--- config.mk ---
export PLATFORM = sky130hd
export DESIGN_NAME = substring_first_last_matcher_flat
export DESIGN_NICKNAME = d
export VERILOG_FILES = /design/src/rtl/sfl_pkg.sv /design/src/rtl/sfl_if.sv /design/src/rtl/sfl_window.sv /design/src/rtl/sfl_tracker.sv /design/src/rtl/substring_first_last_matcher.sv /design/src/flat_wrapper.sv
export SDC_FILE = /design/constraint.sdc
export NUM_CORES = 1
export LEC_CHECK = 0
export BUFFER_PORTS_ARGS = -buffer_cell sky130_fd_sc_hd__buf_2
export CORE_ASPECT_RATIO = 1.1
export CORE_MARGIN = 4
export CORE_UTILIZATION = 39
export CTS_BUF_LIST = sky130_fd_sc_hd__clkbuf_16
export CTS_CLUSTER_DIAMETER = 100
export DETAILED_ROUTE_END_ITERATION = 8
export GPL_TIMING_DRIVEN = 0
export PLACE_DENSITY = 0.62
export SLEW_MARGIN = 30
export SYNTH_ARGS = -nofsm -noshare
export SYNTH_HDL_FRONTEND = slang
export SYNTH_SLANG_ARGS = --single-unit
--- constraint.sdc ---
create_clock -name clk -period 5.39 [get_ports clk]
set_input_delay 0.539 -clock clk [delete_from_list [all_inputs] [get_ports clk]]
set_output_delay 0.539 -clock clk [all_outputs]
set_load 0.02 [all_outputs]
--- src/rtl/sfl_pkg.sv ---
// Shared types and constants for the substring first/last matcher.
`default_nettype none
package sfl_pkg;

  localparam int MAX_PATTERN = 8;
  localparam int HIST_DEPTH  = MAX_PATTERN - 1;
  localparam int POS_BITS    = 16;
  localparam int CFG_IDX_W   = 3;
  localparam int CFG_DATA_W  = 8 * MAX_PATTERN;

  localparam logic [CFG_IDX_W-1:0] REG_PATTERN_BYTES  = 3'd0;
  localparam logic [CFG_IDX_W-1:0] REG_PATTERN_LENGTH = 3'd1;
  localparam logic [CFG_IDX_W-1:0] REG_START_POSITION = 3'd2;
  localparam logic [CFG_IDX_W-1:0] REG_SEARCH_LAST    = 3'd3;
  localparam logic [CFG_IDX_W-1:0] REG_MATCH_CASE     = 3'd4;

  typedef struct packed {
    logic [CFG_DATA_W-1:0] pattern_bytes;
    logic [3:0]            pattern_length;
    logic [POS_BITS-1:0]   start_position;
    logic                  search_last;
    logic                  match_case;
  } cfg_t;

  typedef struct packed {
    logic                go;
    logic                eot;
    logic                window_match;
    logic [3:0]          len_sat;
  } step_t;

  typedef struct packed {
    logic                found;
    logic [POS_BITS-1:0] match_position;
  } result_t;

  function automatic logic [3:0] sat_len(input logic [3:0] len);
    sat_len = (len > 4'(MAX_PATTERN)) ? 4'(MAX_PATTERN) : len;
  endfunction

endpackage
`default_nettype wire

--- src/rtl/sfl_if.sv ---
// Valid/ready channel interfaces for text input and match results.
`default_nettype none
interface sfl_in_if;
  logic       valid;
  logic       ready;
  logic [7:0] text_byte;
  logic       end_of_text;
  modport source (output valid, output text_byte, output end_of_text, input ready);
  modport sink   (input valid, input text_byte, input end_of_text, output ready);
endinterface

interface sfl_out_if;
  logic                          valid;
  logic                          ready;
  logic                          found;
  logic [sfl_pkg::POS_BITS-1:0]  match_position;
  modport source (output valid, output found, output match_position, input ready);
  modport sink   (input valid, input found, input match_position, output ready);
endinterface
`default_nettype wire

--- src/rtl/sfl_window.sv ---
// Byte history and parallel pattern compare over the current window.
`default_nettype none
module sfl_window (
  input  wire logic          clk,
  input  wire logic          rst_n,
  input  wire logic          go,
  input  wire logic          eot,
  input  wire logic [7:0]    text_byte,
  input  wire sfl_pkg::cfg_t cfg,
  output sfl_pkg::step_t     step
);

  logic [7:0] hist_r [sfl_pkg::HIST_DEPTH];
  logic [7:0] win    [sfl_pkg::MAX_PATTERN];
  logic [3:0] len_sat;
  logic       match;

  function automatic logic [7:0] fold(input logic [7:0] c, input logic exact);
    fold = (!exact && c >= 8'h41 && c <= 8'h5A) ? c + 8'h20 : c;
  endfunction

  assign len_sat = sfl_pkg::sat_len(cfg.pattern_length);

  always_comb begin
    win[0] = text_byte;
    for (int i = 1; i < sfl_pkg::MAX_PATTERN; i++) begin
      win[i] = hist_r[i-1];
    end
  end

  always_comb begin
    logic [3:0] back;
    logic [7:0] pbyte;
    match = 1'b1;
    for (int j = 0; j < sfl_pkg::MAX_PATTERN; j++) begin
      back  = len_sat - 4'd1 - 4'(j);
      pbyte = cfg.pattern_bytes[8*j +: 8];
      if (4'(j) < len_sat &&
          fold(win[back[2:0]], cfg.match_case) != fold(pbyte, cfg.match_case)) begin
        match = 1'b0;
      end
    end
  end

  always_comb begin
    step.go           = go;
    step.eot          = eot;
    step.window_match = match;
    step.len_sat      = len_sat;
  end

  always_ff @(posedge clk) begin
    if (!rst_n || (go && eot)) begin
      for (int i = 0; i < sfl_pkg::HIST_DEPTH; i++) hist_r[i] <= 8'd0;
    end else if (go) begin
      hist_r[0] <= text_byte;
      for (int i = 1; i < sfl_pkg::HIST_DEPTH; i++) hist_r[i] <= hist_r[i-1];
    end
  end

endmodule
`default_nettype wire

--- src/rtl/sfl_tracker.sv ---
// Position counter, first/last hit tracking and end-of-text result selection.
`default_nettype none
module sfl_tracker (
  input  wire logic           clk,
  input  wire logic           rst_n,
  input  wire sfl_pkg::step_t step,
  input  wire sfl_pkg::cfg_t  cfg,
  output sfl_pkg::result_t    result
);

  localparam int PB = sfl_pkg::POS_BITS;

  logic [PB:0]   pos_r, pos_nxt;
  logic          first_v_r, first_v_nxt;
  logic [PB-1:0] first_p_r, first_p_nxt;
  logic          any_v_r, any_v_nxt;
  logic [PB-1:0] any_p_r, any_p_nxt;
  logic          bnd_v_r, bnd_v_nxt;
  logic [PB-1:0] bnd_p_r, bnd_p_nxt;
  logic          hit;
  logic [PB-1:0] start;
  logic          sel_f;
  logic [PB-1:0] sel_p;

  assign hit = step.window_match && (step.len_sat != 4'd0) && !pos_r[PB] &&
               ({1'b0, pos_r} + (PB+2)'(1) >= (PB+2)'(step.len_sat));
  assign start = pos_r[PB-1:0] - PB'(step.len_sat) + PB'(1);

  always_comb begin
    first_v_nxt = first_v_r;
    first_p_nxt = first_p_r;
    any_v_nxt   = any_v_r;
    any_p_nxt   = any_p_r;
    bnd_v_nxt   = bnd_v_r;
    bnd_p_nxt   = bnd_p_r;
    if (hit) begin
      if (!first_v_r && start >= cfg.start_position) begin
        first_v_nxt = 1'b1;
        first_p_nxt = start;
      end
      any_v_nxt = 1'b1;
      any_p_nxt = start;
      if (pos_r[PB-1:0] < cfg.start_position) begin
        bnd_v_nxt = 1'b1;
        bnd_p_nxt = start;
      end
    end
    pos_nxt = pos_r[PB] ? pos_r : pos_r + (PB+1)'(1);
  end

  always_comb begin
    if (!cfg.search_last) begin
      sel_f = first_v_nxt;
      sel_p = first_p_nxt;
    end else if ({1'b0, cfg.start_position} < pos_nxt) begin
      sel_f = bnd_v_nxt;
      sel_p = bnd_p_nxt;
    end else begin
      sel_f = any_v_nxt;
      sel_p = any_p_nxt;
    end
    result.found          = sel_f;
    result.match_position = sel_f ? sel_p : '0;
  end

  always_ff @(posedge clk) begin
    if (!rst_n || (step.go && step.eot)) begin
      pos_r     <= '0;
      first_v_r <= 1'b0;
      first_p_r <= '0;
      any_v_r   <= 1'b0;
      any_p_r   <= '0;
      bnd_v_r   <= 1'b0;
      bnd_p_r   <= '0;
    end else if (step.go) begin
      pos_r     <= pos_nxt;
      first_v_r <= first_v_nxt;
      first_p_r <= first_p_nxt;
      any_v_r   <= any_v_nxt;
      any_p_r   <= any_p_nxt;
      bnd_v_r   <= bnd_v_nxt;
      bnd_p_r   <= bnd_p_nxt;
    end
  end

endmodule
`default_nettype wire

--- src/rtl/substring_first_last_matcher.sv ---
// Top level of the substring first/last matcher.
//
// Usage: text bytes arrive on in_chan (valid/ready), one per transaction, with
// end_of_text set on the last byte of a text. The block compares the window
// ending at each byte against a pattern of 1 to 8 bytes set through the
// cfg_ write port (pattern, length, start position, first/last mode, case).
// One result transaction (found, match_position) leaves on out_chan for each
// end-of-text byte; other bytes produce none.
// Path: an accepted byte is held in the input register for the window compare
// and hit update, and an end-of-text byte's result loads the output register.
// Throughput: one byte per cycle except while an end-of-text byte is held;
// the window compare and hit update between the registers are combinational.
// Stall: while a result waits on out_chan, bytes without end_of_text keep
// flowing; an end-of-text byte holds in the input register until the output
// register frees, and in_chan.ready stays low while that byte is held.
// Reset: rst_n (synchronous, active low) empties both registers, clears text
// state and loads register defaults (length 1, exact case, first mode).
// Configuration must be written by the user only while no text is in
// progress; the block itself does not enforce this.
`default_nettype none
module substring_first_last_matcher (
  input  wire logic                             clk,
  input  wire logic                             rst_n,
  sfl_in_if.sink                                in_chan,
  sfl_out_if.source                             out_chan,
  input  wire logic                             cfg_wr_en,
  input  wire logic [sfl_pkg::CFG_IDX_W-1:0]    cfg_index,
  input  wire logic [sfl_pkg::CFG_DATA_W-1:0]   cfg_wdata
);

  sfl_pkg::cfg_t    cfg_r;
  sfl_pkg::step_t   step;
  sfl_pkg::result_t result;

  logic                        in_valid_r;
  logic [7:0]                  in_byte_r;
  logic                        in_eot_r;
  logic                        out_valid_r;
  logic                        out_found_r;
  logic [sfl_pkg::POS_BITS-1:0] out_pos_r;
  logic                        go;
  logic                        in_take;

  assign go      = in_valid_r && (!in_eot_r || !out_valid_r || out_chan.ready);
  assign in_chan.ready = !in_valid_r || go;
  assign in_take = in_chan.valid && in_chan.ready;

  assign out_chan.valid          = out_valid_r;
  assign out_chan.found          = out_found_r;
  assign out_chan.match_position = out_pos_r;

  sfl_window u_window (
    .clk       (clk),
    .rst_n     (rst_n),
    .go        (go),
    .eot       (in_eot_r),
    .text_byte (in_byte_r),
    .cfg       (cfg_r),
    .step      (step)
  );

  sfl_tracker u_tracker (
    .clk    (clk),
    .rst_n  (rst_n),
    .step   (step),
    .cfg    (cfg_r),
    .result (result)
  );

  always_ff @(posedge clk) begin
    if (!rst_n) begin
      cfg_r.pattern_bytes  <= '0;
      cfg_r.pattern_length <= 4'd1;
      cfg_r.start_position <= '0;
      cfg_r.search_last    <= 1'b0;
      cfg_r.match_case     <= 1'b1;
    end else if (cfg_wr_en) begin
      unique case (cfg_index)
        sfl_pkg::REG_PATTERN_BYTES:  cfg_r.pattern_bytes  <= cfg_wdata;
        sfl_pkg::REG_PATTERN_LENGTH: cfg_r.pattern_length <= cfg_wdata[3:0];
        sfl_pkg::REG_START_POSITION:
          cfg_r.start_position <= cfg_wdata[sfl_pkg::POS_BITS-1:0];
        sfl_pkg::REG_SEARCH_LAST:    cfg_r.search_last    <= cfg_wdata[0];
        sfl_pkg::REG_MATCH_CASE:     cfg_r.match_case     <= cfg_wdata[0];
        default: ;
      endcase
    end
  end

  always_ff @(posedge clk) begin
    if (!rst_n) begin
      in_valid_r <= 1'b0;
    end else if (in_chan.ready) begin
      in_valid_r <= in_chan.valid;
    end
    if (in_take) begin
      in_byte_r <= in_chan.text_byte;
      in_eot_r  <= in_chan.end_of_text;
    end
  end

  always_ff @(posedge clk) begin
    if (!rst_n) begin
      out_valid_r <= 1'b0;
    end else if (go && in_eot_r) begin
      out_valid_r <= 1'b1;
    end else if (out_chan.ready) begin
      out_valid_r <= 1'b0;
    end
    if (go && in_eot_r) begin
      out_found_r <= result.found;
      out_pos_r   <= result.match_position;
    end
  end

endmodule
`default_nettype wire

--- src/flat_wrapper.sv ---
// flat-port wrapper written by rule: the top's interface ports become plain ports
module substring_first_last_matcher_flat 
  (clk, rst_n, cfg_wr_en, cfg_index, cfg_wdata, in_chan_valid, in_chan_text_byte, in_chan_end_of_text, in_chan_ready, out_chan_valid, out_chan_found, out_chan_match_position, out_chan_ready);
  sfl_in_if in_chan_i ();
  sfl_out_if out_chan_i ();
  input  wire logic clk;
  input  wire logic rst_n;
  input  wire logic cfg_wr_en;
  input  wire logic [sfl_pkg::CFG_IDX_W-1:0] cfg_index;
  input  wire logic [sfl_pkg::CFG_DATA_W-1:0] cfg_wdata;
  input wire logic [$bits(in_chan_i.valid)-1:0] in_chan_valid;
  input wire logic [$bits(in_chan_i.text_byte)-1:0] in_chan_text_byte;
  input wire logic [$bits(in_chan_i.end_of_text)-1:0] in_chan_end_of_text;
  output wire logic [$bits(in_chan_i.ready)-1:0] in_chan_ready;
  output wire logic [$bits(out_chan_i.valid)-1:0] out_chan_valid;
  output wire logic [$bits(out_chan_i.found)-1:0] out_chan_found;
  output wire logic [$bits(out_chan_i.match_position)-1:0] out_chan_match_position;
  input wire logic [$bits(out_chan_i.ready)-1:0] out_chan_ready;
  assign in_chan_i.valid = in_chan_valid;
  assign in_chan_i.text_byte = in_chan_text_byte;
  assign in_chan_i.end_of_text = in_chan_end_of_text;
  assign in_chan_ready = in_chan_i.ready;
  assign out_chan_valid = out_chan_i.valid;
  assign out_chan_found = out_chan_i.found;
  assign out_chan_match_position = out_chan_i.match_position;
  assign out_chan_i.ready = out_chan_ready;
  substring_first_last_matcher u_core (.clk(clk), .rst_n(rst_n), .in_chan(in_chan_i), .out_chan(out_chan_i), .cfg_wr_en(cfg_wr_en), .cfg_index(cfg_index), .cfg_wdata(cfg_wdata));
endmodule
# Word level (Yosys, flattened, before mapping)
# Memory sizes are Yosys's and may differ from the RTL's.
# Index checks and enable logic that the tools add are counted.
dict set report totals {
  regBits 182
  ram_bits 56
  in_bits 81
  output_inout_bits 19
  elab_cells 271
  mem_count 1
}
dict set report classes {
  add_sub_neg 28
  order_cmp 53
  eq_ne 12
  mux 78
  n_bitwise 15
  reduce_logical 66
}
# memory depth word_bits read_ports rd_ports_with_merged_regs wr line
set memory_table {}
lappend memory_table {u_core.u_window.hist_r 7 8 7 0 7 sfl_window.sv:13} ;# logic [7:0] hist_r [sfl_pkg::HIST_DEPTH];
# operator n
set ops {}
lappend ops {{two-way mux 8 bit} 39}
lappend ops {{binary-select mux 8 bit (select 3 bit)} 8}
lappend ops {{adder 8 x 6 -> 8 bit (second input constant)} 16}
lappend ops {{>= comparator 8 x 7 -> 1 bit (second input constant)} 16}
lappend ops {{less-or-equal comparator 8 x 7 -> 1 bit (second input constant)} 16}
lappend ops {{two-way mux 16 bit} 7}
lappend ops {{inequality test 8 bit} 8}
lappend ops {{logical AND 1 bit} 47}
lappend ops {{>= comparator 4 bit (second input constant)} 8}
lappend ops {{inverter 3 -> 4 bit} 8}
lappend ops {{two-way mux 1 bit} 22}
lappend ops {{adder 17 x 1 -> 18 bit (second input constant)} 1}
lappend ops {{>= comparator 18 x 4 -> 1 bit} 1}
lappend ops {{adder 17 x 1 -> 17 bit (second input constant)} 1}
lappend ops {{less-than comparator 16 x 17 -> 1 bit} 1}
lappend ops {{two-way mux 17 bit} 1}
lappend ops {{adder 16 x 1 -> 16 bit (second input constant)} 1}
lappend ops {{>= comparator 16 bit} 1}
lappend ops {{less-than comparator 16 bit} 1}
lappend ops {{less-than comparator 3 x 4 -> 1 bit (first input constant)} 4}
lappend ops {{subtractor 16 x 4 -> 16 bit} 1}
lappend ops {{subtractor 3 bit (second input constant)} 4}
lappend ops {{AND reduction 2 bit} 5}
lappend ops {{less-than comparator 1 x 4 -> 1 bit (first input constant)} 2}
lappend ops {{14 further kinds} 33}

# Logic depth before layout (Yosys ltp)
dict set report logic_depth {
  depth_word 27
  ltp_mapped 30
  mapped_depth_nobuf 26
}

# Hierarchy
# From an unflattened synthesis, not the netlist that was laid out.
dict set report hier_totals {
  cells_unflattened 1794
  hier_area_um2 17621.9
}
# mod instances cells_per_inst area_per_inst_um2 seq_area_each_um2
set modules_own_cells {}
lappend modules_own_cells {sfl_window 1 678 7344.5 1681.6}
lappend modules_own_cells {sfl_tracker 1 723 5933.2 1361.3}
lappend modules_own_cells {substring_first_last_matcher 1 393 4344.2 2542.4}

# Worst setup path after synthesis
# Ideal clock, no wire load.
dict set report synth_timing {
  path_kind {flip-flop to flip-flop}
  start {register u_core.cfg_r[19] in the netlist's numbering}
  end {register u_core.out_pos_r, in the netlist u_core.out_chan.match_position[14] (data pin)}
  setup_time_ns 0.190
  arrival_ns 5.551
  required_ns 5.200
  path_slack_ns -0.351
  path_stages_with_launch 30
  n_path_buf 4
  synth_period_minus_slack_ns 5.741
  cell_sequence {dfxtp_1 > buf_4 > nand2_4 > inv_2 > buf_2 > buf_2 > ha_1 > inv_1 > ha_1 > fa_1 > a21o_1 > a21oi_1 > o21bai_1 > a21oi_1 > o21bai_1 > a21oi_1 > o21bai_1 > a2111o_1 > a21o_1 > nand2_1 > inv_1 > ha_1 > nand4_1 > a211o_1 > a32oi_1 > nor2b_1 > and2_1 > buf_6 > mux2i_1 > a2111oi_2}
}
dict set report synth_via {
  elab_chain_cells 27
  elab_cells_between_ends 144
  cone_classes {18 x add/sub; 27 x order compare; 8 x eq/ne; 54 x mux; 8 x bitwise; 29 x reduce/logical}
}
# item line
set synth_lines {}
lappend synth_lines {{from (decl)} substring_first_last_matcher.sv:31} ;# sfl_pkg::cfg_t cfg_r;
lappend synth_lines {{greater-than comparator 4 bit} sfl_pkg.sv:38} ;# sat_len = (len > 4'(MAX_PATTERN)) ? 4'(MAX_PATTERN) : len;
lappend synth_lines {{two-way mux 4 bit (*)} sfl_pkg.sv:38}
lappend synth_lines {{subtractor 3 x 1 -> 3 bit} sfl_window.sv:36} ;# back = len_sat - 4'd1 - 4'(j);
lappend synth_lines {{subtractor 3 x 1 -> 3 bit or inverter 3 -> 4 bit (tied branches)} {sfl_window.sv:36, sfl_window.sv:39}}
lappend synth_lines {{inverter 3 -> 4 bit (not written as such) or binary-select mux 8 bit (select 3 bit) (tied branches)} sfl_window.sv:39} ;# fold(win[back[2:0]], cfg.match_case) != fold(pbyte, cfg.match_case)) begin
lappend synth_lines {{binary-select mux 8 bit (select 3 bit) or two-way mux 8 bit (tied branches)} sfl_window.sv:39}
lappend synth_lines {{two-way mux 8 bit (not written as such)} sfl_window.sv:39}
lappend synth_lines {{two-way mux 8 bit (not written as such) or >= comparator 8 x 7 -> 1 bit (tied branches)} {sfl_window.sv:39, sfl_window.sv:19}}
lappend synth_lines {{[... 3 more ...]} --}
lappend synth_lines {{two-way mux 8 bit or inequality test 8 bit (tied branches)} {sfl_window.sv:19, sfl_window.sv:39}}
lappend synth_lines {{inequality test 8 bit or logical AND 1 bit (tied branches)} {sfl_window.sv:39, sfl_window.sv:38}}
lappend synth_lines {{logical AND 1 bit or two-way mux 1 bit (tied branches)} sfl_window.sv:38} ;# if (4'(j) < len_sat &&
lappend synth_lines {{two-way mux 1 bit (7 in series)} sfl_window.sv:38}
lappend synth_lines {{logical AND 1 bit (3 in series)} sfl_tracker.sv:25} ;# assign hit = step.window_match && (step.len_sat != 4'd0) && !pos_r[PB] &&
lappend synth_lines {{two-way mux 16 bit or two-way mux 1 bit (tied branches)} sfl_tracker.sv:36} ;# if (hit) begin
lappend synth_lines {{two-way mux 16 bit or two-way mux 1 bit (tied branches)} sfl_tracker.sv:55} ;# end else if ({1'b0, cfg.start_position} < pos_nxt) begin
lappend synth_lines {{two-way mux 16 bit or two-way mux 1 bit (tied branches)} sfl_tracker.sv:52} ;# if (!cfg.search_last) begin
lappend synth_lines {{to (signal assigned)} substring_first_last_matcher.sv:112} ;# out_pos_r <= result.match_position;
lappend synth_lines {{to (decl)} substring_first_last_matcher.sv:40} ;# logic [sfl_pkg::POS_BITS-1:0] out_pos_r;
# Every way passes the cells marked *; elsewhere a longest branch is shown, timed or not. The select of a mux whose other input is x is not followed.
# A chain may end at the register's enable or synchronous reset.

# Worst setup path after layout
dict set report layout_timing {
  start {register u_core.cfg_r[20] in the netlist's numbering}
  end {register u_core.out_pos_r, in the netlist u_core.out_chan.match_position[14] (data pin)}
}
# Same word-level chain as after synthesis.

==> impl_metrics.env <==
export IMPL_status="finished, violations left"
export IMPL_violations="negative setup slack"
export IMPL_holdPathStages=1
export IMPL_pin_count=100
export IMPL_nFillCells=4002
export IMPL_die_h_um=225
export IMPL_vias_per_cell=5.71
export IMPL_fin_crit_ns=5.43
export IMPL_grt_pass1_wl_um=81500
export IMPL_coreArea_sq_um=42200
export IMPL_antenna_found_initial=1
export IMPL_holdCritPathClass="in -> reg"
export IMPL_first_iter_violations=1061
export IMPL_ys_seq_area_frac=0.336
export IMPL_worstPathArrival_ns=5.80
export IMPL_tritoncts="built"
export IMPL_hold_violations=0
export IMPL_crit_required_ns=5.77
export IMPL_async_flop_share=0
export IMPL_die_area_sq_um=46000
export IMPL_clock_latency_ns=0.57
export IMPL_synth_flop_cell="dfxtp_1"
export IMPL_tightest_slew_ns=0.845
export IMPL_syn_nets=1923
export IMPL_clock_fmax_ghz=0.184
export IMPL_drive_gt1_frac=0.221
export IMPL_rows=79
export IMPL_max_stage_delay_ns=0.47
export IMPL_rsz0062_at_grt="true"
export IMPL_globalplace_congestion=0.961
export IMPL_mappedNetlistArea_sq_um=16600
export IMPL_syn_to_final_growth_pct=20.1
export IMPL_diodes=0
export IMPL_cts_sink_count=238
export IMPL_crit_path_start_kind="flop"
export IMPL_numPortBuffers=99
export IMPL_start_util=0.394
export IMPL_grt_use_total=0.224
export IMPL_drt_wl_total_um=53400
export IMPL_grt_pass1_vias=14100
export IMPL_pre_cts_ws_ns=-1.42
export IMPL_crit_fanout=6
export IMPL_firstDrtPassIters=7
export IMPL_cap_violations=0
export IMPL_fin_skew_ns=0.0231
export IMPL_htree_levels=1
export IMPL_post_drt_wl_per_cell_um=21.2
export IMPL_p_per_area_nw_per_um2=241
export IMPL_syn_area_per_cell_sq_um=9.55
export IMPL_hold_path_end="u_core.in_eot_r$_DFFE_PP_"
export IMPL_cts_hold_buf=0
export IMPL_cts_max_path_buffers=3
export IMPL_finalInstanceArea_sq_um=20000
export IMPL_cpMaxStageDelayCell="a2111o_1"
export IMPL_dp_hpwl_um=39400
export IMPL_relSlewSlack=0.421
export IMPL_p_leak_nw=7.72
export IMPL_worst_r2r_setup_slack_ns=-0.04
export IMPL_rr_worst_depth=25
export IMPL_fin_ws_ns=-0.0382
export IMPL_clk_pin_slew_worst_paths_ns=0.06
export IMPL_ir_drop_v=0.000241
export IMPL_endpoint_kind="flop"
export IMPL_drc=0
export IMPL_ant_nets=0
export IMPL_cts_root_buf="clkbuf_16"
export IMPL_worstSetupPathType="reg -> reg"
export IMPL_r2r_end="u_core.out_chan.match_position[14]$_SDFFCE_PN0P_"
export IMPL_nets=2114
export IMPL_ys_warn_count=0
export IMPL_grt_overflow_total=0
export IMPL_grt_start_max_net_pins=38
export IMPL_syn_instance_count=1741
export IMPL_hp_start="in_chan_end_of_text"
export IMPL_cts_buffers=29
export IMPL_vias=14400
export IMPL_yosysUniqueCellTypes=89
export IMPL_placed_cell_area_sq_um=17900
export IMPL_drv_slew=0
export IMPL_dieWidth_um=205
export IMPL_synth_edff_count=82
export IMPL_finalCritPeriodShare=1.01
export IMPL_timing_rr_start="u_core.cfg_r[20]$_SDFFE_PN0P_"
export IMPL_power_w=0.00482
export IMPL_yosys_register_bits=238
export IMPL_setup_viol=3
logic make-up (layout without fill, tap and decap cells):
kind of cell	Yosys count	after routing	share of synthesized area
buffers and inverters	177	390	0.0464
XOR/XNOR	105	105	0.0573
multiplexers	186	186	0.160
AO/OA/AOI/OAI	392	392	0.169
AND/OR/NAND/NOR	542	543	0.155
flip-flops	238	238	0.336
adder cells (fa/ha/maj)	101	101	0.0764
cell usage in the layout (no fill, tap or decap), types with 26 or more instances in the layout:
cell	count
and2_1	60
xnor2_1	75
clkbuf_16	30
buf_2	101
mux2i_1	101
buf_4	59
edfxtp_1	82
nor2_1	60
inv_1	79
a21boi_0	81
clkbuf_1	49
nand2_1	251
nand3_1	42
mux4_2	61
xor2_1	26
ha_1	94
a21oi_1	30
dfxtp_1	151
o21ai_0	72
synth_stat cells (all sizes together), types with 27 or more instances:
cell type	count	area (sq um)
mux4	62	1400
nor2	63	236
clkbuf	60	225
edfxtp	82	2460
a21oi	37	185
inv	87	332
nand3	46	230
a21boi	81	608
mux2i	105	1050
nand2	254	961
and2	63	394
ha	100	1250
buf	29	211
nor3	27	135
xnor2	79	726
dfxtp	156	3120
o21ai	93	469
worst max path at each step:
stage,from,endpoint,slack [ns],cells after the start
3_5_place_dp,u_core.cfg_r[21]$_SDFFE_PN0P_,u_core.out_chan.match_position[13]$_SDFFCE_PN0P_,-1.42,28
3_3_place_gp,u_core.cfg_r[21]$_SDFFE_PN0P_,u_core.out_chan.match_position[13]$_SDFFCE_PN0P_,-1.42,28
6_report,u_core.cfg_r[20]$_SDFFE_PN0P_,u_core.out_chan.match_position[14]$_SDFFCE_PN0P_,-0.04,25
5_1_grt,u_core.cfg_r[20]$_SDFFE_PN0P_,u_core.out_chan.match_position[15]$_SDFFCE_PN0P_,-0.18,25
2_1_floorplan,u_core.cfg_r[19]$_SDFFE_PN0P_,u_core.out_chan.match_position[14]$_SDFFCE_PN0P_,0.04,29
4_1_cts,u_core.cfg_r[21]$_SDFFE_PN0P_,u_core.out_chan.match_position[13]$_SDFFCE_PN0P_,-0.19,37
routing by layer:
layer / wire length (um) / vias to the layer above / share of wire / global-route usage
li1: - / 6738 / - / -
met3: 3170 / 109 / 0.059 / 0.0291
met4: 2500 / 2 / 0.047 / 0.0929
met5: 13 / - / 0.00024 / 0
met1: 22400 / 7008 / 0.42 / 0.294
met2: 25200 / 534 / 0.47 / 0.375
state kept, by name, indices dropped and copies added (netlist names), 8 cells and up:
name and flops:
u_core.u_tracker.bnd_p_r 16, u_core.u_tracker.pos_r 17, u_core.in_byte_r 8, u_core.u_window.hist_r 56, u_core.u_tracker.any_p_r 16, u_core.out_chan.match_position 16, u_core.u_tracker.first_p_r 16, u_core.cfg_r 86
worst max-delay path, delay by kind of cell (launching register included):
kind,cells,cell delay (ns)
compound gates,14,2.95
fa+ha+maj,3,0.91
buf+inv,5,0.68
flops,1,0.35
simple gates,3,0.32
final cells by class:
type | count | area, sq um | area share
multi-input cells | 1327 | 10800 | 0.540
repair buffers | 166 | 1110 | 0.0554
clock buffers | 30 | 751 | 0.0376
clock inverters | 24 | 203 | 0.0102
plain buffers | 82 | 458 | 0.0229
inverters | 88 | 354 | 0.0177
well taps | 567 | 709 | 0.0355
flip-flops and latches | 238 | 5600 | 0.280
metrics by stage:
step,util,instances,TNS [ns],hold WS [ns]
2_1_floorplan,-,1741,0,0.417
3_3_place_gp,0.423,2407,-51.90,0.431
3_5_place_dp,0.424,2408,-54.60,0.438
4_1_cts,0.465,2512,-2.86,0.121
5_1_grt,0.473,2522,-1.70,0.128
6_report,0.473,2522,-0.0862,0.143
power breakdown:
part	leakage (nW)	switching [W]	internal, W	total (W)
Combinational	5.14	0.000507	0.000410	0.000917
Clock	0.459	0.000860	0.00108	0.00194
Sequential	2.12	0.0000535	0.00190	0.00196
Total	7.72	0.00142	0.00339	0.00482
what timing repair did:
action	in CTS	in global routing
gates cloned	4	0
pin swaps	46	39
gates resized for setup	85	83
endpoints found under the setup margin	66	61
setup buffers	48	17
Note: power is estimated with default switching activity, not from simulation.
